$ cat src/rtl/llh_pkg.sv
`timescale 1ns / 1ps

package llh_pkg;

    localparam int VALUE_BITS   = 32;
    localparam int LINEAR_BITS  = 10;
    localparam int SUB_BITS     = 6;
    localparam int COUNT_BITS   = 32;

    localparam int LINEAR_COUNT = 1 << LINEAR_BITS;
    localparam int NBUCKETS     = LINEAR_COUNT + ((VALUE_BITS - LINEAR_BITS) << SUB_BITS);
    localparam int IDX_W        = $clog2(NBUCKETS);
    localparam int EXP_W        = $clog2(VALUE_BITS);

    localparam int ACTION_W     = 2;
    localparam int LAT_W        = 32;
    localparam int Q_W          = 17;
    localparam int ANSWER_W     = 32;
    localparam int SCOUNT_W     = 32;

    localparam int STAT_W       = 64;
    localparam int Q_FRAC_BITS  = 16;
    localparam int Q_ONE        = 1 << Q_FRAC_BITS;
    localparam int ADD_W        = STAT_W + Q_W;
    localparam int STEP_W       = $clog2(STAT_W);

    localparam logic [ACTION_W-1:0] ACT_RECORD     = 2'd0;
    localparam logic [ACTION_W-1:0] ACT_PERCENTILE = 2'd1;
    localparam logic [ACTION_W-1:0] ACT_MEAN       = 2'd2;

    typedef enum logic [1:0] {
        OP_NORM,
        OP_MUL,
        OP_DIV
    } arith_op_t;

    typedef enum logic [1:0] {
        AR_IDLE,
        AR_RUN,
        AR_ROUND,
        AR_DONE
    } arith_state_t;

    typedef enum logic [3:0] {
        ST_CLEAR,
        ST_IDLE,
        ST_REC_NORM,
        ST_REC_READ,
        ST_REC_WRITE,
        ST_TARGET,
        ST_WALK_FIRST,
        ST_WALK,
        ST_MEAN,
        ST_EMIT
    } seq_state_t;

    typedef struct packed {
        logic              start;
        arith_op_t         op;
        logic [STAT_W-1:0] a;
        logic [STAT_W-1:0] b;
    } arith_cmd_t;

    typedef struct packed {
        logic              done;
        logic [STAT_W-1:0] value;
        logic [EXP_W-1:0]  expo;
    } arith_rsp_t;

    // Upper bound of a bucket: the index itself in the linear range, otherwise
    // ((2^SUB_BITS + sub + 1) << (e - SUB_BITS)) - 1.
    function automatic logic [VALUE_BITS-1:0] bucket_upper(input logic [IDX_W-1:0] b);
        logic [IDX_W-1:0]      rel;
        logic [EXP_W-1:0]      shamt;
        logic [SUB_BITS+1:0]   mant;
        logic [VALUE_BITS:0]   top;
        logic [VALUE_BITS-1:0] res;
        rel   = b - IDX_W'(LINEAR_COUNT);
        shamt = EXP_W'(rel >> SUB_BITS) + EXP_W'(LINEAR_BITS - SUB_BITS);
        mant  = (SUB_BITS+2)'(rel[SUB_BITS-1:0]) + (SUB_BITS+2)'((1 << SUB_BITS) + 1);
        top   = (VALUE_BITS+1)'(mant) << shamt;
        if (b < IDX_W'(LINEAR_COUNT))
        begin
            res = VALUE_BITS'(b);
        end
        else
        begin
            res = VALUE_BITS'(top - (VALUE_BITS+1)'(1));
        end
        return res;
    endfunction

endpackage

$ cat src/rtl/llh_arith.sv
`timescale 1ns / 1ps

module llh_arith (
    input  logic                clk,
    input  logic                rst_n,
    input  llh_pkg::arith_cmd_t cmd,
    output llh_pkg::arith_rsp_t rsp
);

    llh_pkg::arith_state_t              state_reg, state_next;
    llh_pkg::arith_op_t                 op_reg, op_next;
    logic [llh_pkg::STEP_W-1:0]         step_reg, step_next;
    logic [llh_pkg::ADD_W-1:0]          acc_reg, acc_next;
    logic [llh_pkg::ADD_W-1:0]          mcand_reg, mcand_next;
    logic [llh_pkg::Q_W-1:0]            mplier_reg, mplier_next;
    logic [llh_pkg::STAT_W:0]           rem_reg, rem_next;
    logic [llh_pkg::STAT_W-1:0]         quo_reg, quo_next;
    logic [llh_pkg::VALUE_BITS-1:0]     norm_reg, norm_next;
    logic [llh_pkg::EXP_W-1:0]          expo_reg, expo_next;

    logic [llh_pkg::ADD_W-1:0]          add_x, add_y, add_sum;
    logic                               add_cin;
    logic [llh_pkg::STAT_W:0]           rem_sh;
    logic                               last_step;

    assign rem_sh    = {rem_reg[llh_pkg::STAT_W-1:0], quo_reg[llh_pkg::STAT_W-1]};
    assign last_step = (op_reg == llh_pkg::OP_MUL)
                     ? (step_reg == llh_pkg::STEP_W'(llh_pkg::Q_W - 1))
                     : (step_reg == llh_pkg::STEP_W'(llh_pkg::STAT_W - 1));

    // The one adder shared by multiply, round and divide
    assign add_sum = add_x + add_y + llh_pkg::ADD_W'(add_cin);

    always_comb
    begin
        add_x   = acc_reg;
        add_y   = '0;
        add_cin = 1'b0;
        unique case (state_reg)
            llh_pkg::AR_RUN:
            begin
                if (op_reg == llh_pkg::OP_MUL)
                begin
                    add_y = mplier_reg[0] ? mcand_reg : '0;
                end
                else if (op_reg == llh_pkg::OP_DIV)
                begin
                    add_x   = llh_pkg::ADD_W'(rem_sh);
                    add_y   = ~llh_pkg::ADD_W'(mcand_reg[llh_pkg::STAT_W-1:0]);
                    add_cin = 1'b1;
                end
            end
            llh_pkg::AR_ROUND:
            begin
                add_y = llh_pkg::ADD_W'(llh_pkg::Q_ONE - 1);
            end
            default:
            begin
            end
        endcase
    end

    always_comb
    begin
        state_next = state_reg;
        unique case (state_reg)
            llh_pkg::AR_IDLE:
            begin
                if (cmd.start)
                begin
                    state_next = llh_pkg::AR_RUN;
                end
            end
            llh_pkg::AR_RUN:
            begin
                unique case (op_reg)
                    llh_pkg::OP_NORM:
                    begin
                        if (norm_reg[llh_pkg::VALUE_BITS-1])
                        begin
                            state_next = llh_pkg::AR_DONE;
                        end
                    end
                    llh_pkg::OP_MUL:
                    begin
                        if (last_step)
                        begin
                            state_next = llh_pkg::AR_ROUND;
                        end
                    end
                    llh_pkg::OP_DIV:
                    begin
                        if (last_step)
                        begin
                            state_next = llh_pkg::AR_DONE;
                        end
                    end
                    default:
                    begin
                        state_next = llh_pkg::AR_DONE;
                    end
                endcase
            end
            llh_pkg::AR_ROUND:
            begin
                state_next = llh_pkg::AR_DONE;
            end
            llh_pkg::AR_DONE:
            begin
                state_next = llh_pkg::AR_IDLE;
            end
            default:
            begin
                state_next = llh_pkg::AR_IDLE;
            end
        endcase
    end

    always_comb
    begin
        op_next     = op_reg;
        step_next   = step_reg;
        acc_next    = acc_reg;
        mcand_next  = mcand_reg;
        mplier_next = mplier_reg;
        rem_next    = rem_reg;
        quo_next    = quo_reg;
        norm_next   = norm_reg;
        expo_next   = expo_reg;
        unique case (state_reg)
            llh_pkg::AR_IDLE:
            begin
                if (cmd.start)
                begin
                    op_next     = cmd.op;
                    step_next   = '0;
                    acc_next    = '0;
                    mcand_next  = (cmd.op == llh_pkg::OP_DIV) ? llh_pkg::ADD_W'(cmd.b)
                                                              : llh_pkg::ADD_W'(cmd.a);
                    mplier_next = cmd.b[llh_pkg::Q_W-1:0];
                    rem_next    = '0;
                    quo_next    = cmd.a;
                    norm_next   = cmd.a[llh_pkg::VALUE_BITS-1:0];
                    expo_next   = llh_pkg::EXP_W'(llh_pkg::VALUE_BITS - 1);
                end
            end
            llh_pkg::AR_RUN:
            begin
                unique case (op_reg)
                    llh_pkg::OP_NORM:
                    begin
                        // shift until the leading one reaches the top bit
                        if (!norm_reg[llh_pkg::VALUE_BITS-1])
                        begin
                            norm_next = norm_reg << 1;
                            expo_next = expo_reg - llh_pkg::EXP_W'(1);
                        end
                    end
                    llh_pkg::OP_MUL:
                    begin
                        acc_next    = add_sum;
                        mcand_next  = mcand_reg << 1;
                        mplier_next = mplier_reg >> 1;
                        step_next   = step_reg + llh_pkg::STEP_W'(1);
                    end
                    llh_pkg::OP_DIV:
                    begin
                        // restoring step: keep the difference unless it went negative
                        if (!add_sum[llh_pkg::ADD_W-1])
                        begin
                            rem_next = add_sum[llh_pkg::STAT_W:0];
                            quo_next = {quo_reg[llh_pkg::STAT_W-2:0], 1'b1};
                        end
                        else
                        begin
                            rem_next = rem_sh;
                            quo_next = {quo_reg[llh_pkg::STAT_W-2:0], 1'b0};
                        end
                        step_next = step_reg + llh_pkg::STEP_W'(1);
                    end
                    default:
                    begin
                    end
                endcase
            end
            llh_pkg::AR_ROUND:
            begin
                acc_next = add_sum;
            end
            default:
            begin
            end
        endcase
    end

    always_comb
    begin
        rsp.done = (state_reg == llh_pkg::AR_DONE);
        rsp.expo = expo_reg;
        unique case (op_reg)
            llh_pkg::OP_MUL:  rsp.value = acc_reg[llh_pkg::Q_FRAC_BITS +: llh_pkg::STAT_W];
            llh_pkg::OP_DIV:  rsp.value = quo_reg;
            default:          rsp.value = llh_pkg::STAT_W'(norm_reg);
        endcase
    end

    always_ff @(posedge clk or negedge rst_n)
    begin
        if (!rst_n)
        begin
            state_reg <= llh_pkg::AR_IDLE;
            op_reg    <= llh_pkg::OP_NORM;
            step_reg  <= '0;
        end
        else
        begin
            state_reg <= state_next;
            op_reg    <= op_next;
            step_reg  <= step_next;
        end
    end

    always_ff @(posedge clk)
    begin
        acc_reg    <= acc_next;
        mcand_reg  <= mcand_next;
        mplier_reg <= mplier_next;
        rem_reg    <= rem_next;
        quo_reg    <= quo_next;
        norm_reg   <= norm_next;
        expo_reg   <= expo_next;
    end

endmodule

$ cat config.mk
export PLATFORM = sky130hd
export DESIGN_NAME = llh_arith
export DESIGN_NICKNAME = d
export VERILOG_FILES = /design/src/rtl/llh_pkg.sv /design/src/rtl/llh_arith.sv
export SDC_FILE = /design/constraint.sdc
export NUM_CORES = 1
export LEC_CHECK = 0
export ABC_CLOCK_PERIOD_IN_PS = 26400
export BUFFER_PORTS_ARGS = -buffer_cell sky130_fd_sc_hd__buf_2
export CAP_MARGIN = 20
export CORE_MARGIN = 2
export CORE_UTILIZATION = 48
export CTS_CLUSTER_DIAMETER = 50
export CTS_CLUSTER_SIZE = 10
export DETAILED_ROUTE_END_ITERATION = 8
export PLACE_DENSITY_LB_ADDON = 0.25
export SLEW_MARGIN = 20
export SYNTH_ARGS = -nofsm -noshare
export SYNTH_HDL_FRONTEND = slang
export SYNTH_SLANG_ARGS = --single-unit
export TNS_END_PERCENT = 10
$ cat constraint.sdc
create_clock -name clk -period 26.4 [get_ports clk]
set_input_delay 5.28 -clock clk [delete_from_list [all_inputs] [get_ports clk]]
set_output_delay 5.28 -clock clk [all_outputs]
set_load 0.005 [all_outputs]
==> key figures <==
Timing
  • RSZ-0062 raised after global routing: false
  • Final period util: 0.3145
  • Fin. Hold Viols: 0
  • Max Slew Vio Count: 0
  • WHS: about 550 ps
  • Rel. slew slack: 0.2532
  • Maximum clock frequency: around 120 MHz
  • Setup TNS: 0 ps
  • Final Setup Violations: 0
  • Tightest Pin Transition: about 1100 ps
  • Crit path time final: 8303 ps
  • Skew final: roughly 23 ps

Clocking
  • Post-CTS Setup Repair Bufs: 0
  • Clk_lat worst skew: approximately 600 ps
  • Post-CTS sizing: 0
  • CTS Buf Count: 50
  • Maximum buffer depth of the clock tree: 3
  • H-tree levels: 2
  • Clock-pin transition on the worst setup and hold timing paths: around 50 ps
  • Clk sinks: 354
  • CTS tree: done
  • Root Driver: clkbuf_16
  • # hold bufs at CTS: 0

Yosys
  • Most common flop cell mapped by yosys: edfxtp_1
  • Mean post-synth cell area: approximately 9.6 µm²
  • Count of distinct cell types in the synthesized netlist: 75
  • Post-synthesis async set-or-reset flop share: 0.02825
  • Synth top area share: 0.4467
  • Synth top area cells: edfxtp_1, nand2_1, ha_1
  • Synth area leader: edfxtp_1
  • Yosys warns: 0
  • Register area share after synthesis: 0.4576
  • #FFs+latches synth: 354
  • Post-Syn Nets: 2637
  • Syn Inst Count: approximately 2400
  • Post-Syn Area: approximately 23000 µm²
  • EDFF count, synth: 344

Layout
  • Fraction of layout cells with a size suffix above 1: 0.1611
  • Nets@finish: 2755
  • Syn-to-layout area delta: 12.53%
  • FILL cells: ~4300
  • Post-route cell area: between 20000 and 30000 µm²

Routing
  • Post-route ant nets: 0
  • Per-cell routed wire length: ~22 µm
  • DRT iter0 DRCs: 1913
  • # DRC: 0
  • Via density: approximately 6
  • 1st-pass router iterations: 6
  • Final wirelength: between 70 and 80 mm
  • Routed via count: 19480

Global route
  • Number of global-route vias before repair: around 19000
  • Initial antenna violation count: 1
  • First-pass GRT wire length: 107.5 mm
  • Grt total ovfl: 0
  • Tot GR Track Use: 0.2774
  • Largest net degree at the start of global routing: 143

Worst setup path
  • Critical Path Fanout Max: 65
  • R2r startpoint: state_reg[1]
  • WS Path Type: flip-flop to output port
  • R2R cell count: 18
  • Worst EP arrival: 3020 ps
  • Worst Setup Start Kind: flip-flop
  • Crit. End Element: output port
  • R2r endpoint: rem_reg[31]
  • Reg-to-reg slack, setup: around 19000 ps
  • Critical Path RT: between 20000 and 25000 ps

Place
  • IO Port Bufs: between 200 and 250
  • DP Wirelength: roughly 49 mm
  • Placer Congestion: 0.9154
  • DP Area: ~25000 µm²

Hold path
  • HP Class: flip-flop to flip-flop
  • Worst hold endpoint: mplier_reg[12]
  • Hold path depth: 1
  • HP Start: mplier_reg[13]

Outcome
  • Status: finished, final reports clean

Floorplan
  • Starting Density: 0.4853
  • Std-Cell Rows: 80
  • Die area: about 50000 µm²
  • Chip Width: approximately 220 µm
  • I/O pins: slightly above 200
  • Die H: between 200 and 250 µm
  • Core area: about 48000 µm²

Flow run
  • Maxcap violations: 0
through the flow:
stage | std cells | worst slack, ps | util
finish | 3174 | 18100 | 0.5461
global route | 3174 | 18010 | 0.5461
CTS | 3173 | 18150 | 0.5461
detailed placement | 3094 | 18340 | 0.5150
global placement | 3093 | 18420 | 0.5146
floorplan | 2413 | 14030 | -
cells in the final DEF (no fill, tap or decap), types with 10 or more instances in the layout:
master	instances
and2_1	94
clkbuf_16	50
edfxtp_1	344
o21ai_0	121
mux2_2	83
o211ai_1	10
a22o_1	31
o21a_1	13
o21bai_1	20
nor2b_1	12
nand3_1	27
a21oi_1	206
nand4_1	33
nor3_1	28
a21o_1	28
nor2_1	237
nand2_1	395
buf_4	21
a221oi_1	51
xnor2_1	44
dfrtp_1	10
xor2_1	32
and3_1	12
mux2i_1	111
nand2b_1	10
buf_2	202
ha_1	85
inv_1	38
a22oi_1	65
Yosys cell counts (32+ instances only):
cell type / count
mux2i_1: 111
and2_1: 94
inv_1: 41
a221oi_1: 51
a22oi_1: 65
xor2_1: 32
mux2_2: 83
o21ai_0: 121
nor2_1: 240
edfxtp_1: 344
clkbuf_1: 132
a21oi_1: 207
nand2_1: 396
ha_1: 89
nand4_1: 33
xnor2_1: 44
cell type report:
| type | instances | area [µm²] | area share |
|---|---|---|---|
| well taps | 615 | 769.5 | 0.02957 |
| diodes | 1 | 2.502 | 0.00009617 |
| repair buffers | 225 | 1209 | 0.04645 |
| multi-input cells | 1859 | 11830 | 0.4546 |
| flip-flops and latches | 354 | 10580 | 0.4066 |
| clock buffers | 54 | 1266 | 0.04866 |
| clock inverters | 25 | 211.5 | 0.008127 |
| inverters | 41 | 153.9 | 0.005915 |
critical path, stage by stage (launching register included):
cell,delay (ps)
dfrtp_1,420
inv_1,90
ha_2,310
buf_4,590
inv_2,530
nor2_1,310
buf_2,160
routing by layer:
layer	up-vias	track usage	part of all wire
li1	9093	-	-
met5	-	0	0
met4	0	0.09419	0.028
met3	119	0.05650	0.089
met2	884	0.4229	0.44
met1	9383	0.3941	0.44
worst max path at each step:
stage               startpoint           to  slack, ps
floorplan             cmd[130]   quo_reg[0]      14030
finish               op_reg[0]      rsp[68]      18100
CTS                  op_reg[0]      rsp[68]      18150
global route         op_reg[0]      rsp[68]      18010
global placement      cmd[130]  rem_reg[40]      18420
detailed placement    cmd[130]  quo_reg[26]      18340
cell families after synthesis:
| family | synth area share |
|---|---|
| compound gates | 0.1700 |
| xor+xnor | 0.02879 |
| fa+ha+maj | 0.04989 |
| buf+inv | 0.03485 |
| flops | 0.4576 |
| mux | 0.08847 |
| simple gates | 0.1705 |
Power is not shown: default switching activity piles up to over one toggle a cycle in this logic, so the estimate is an artifact.
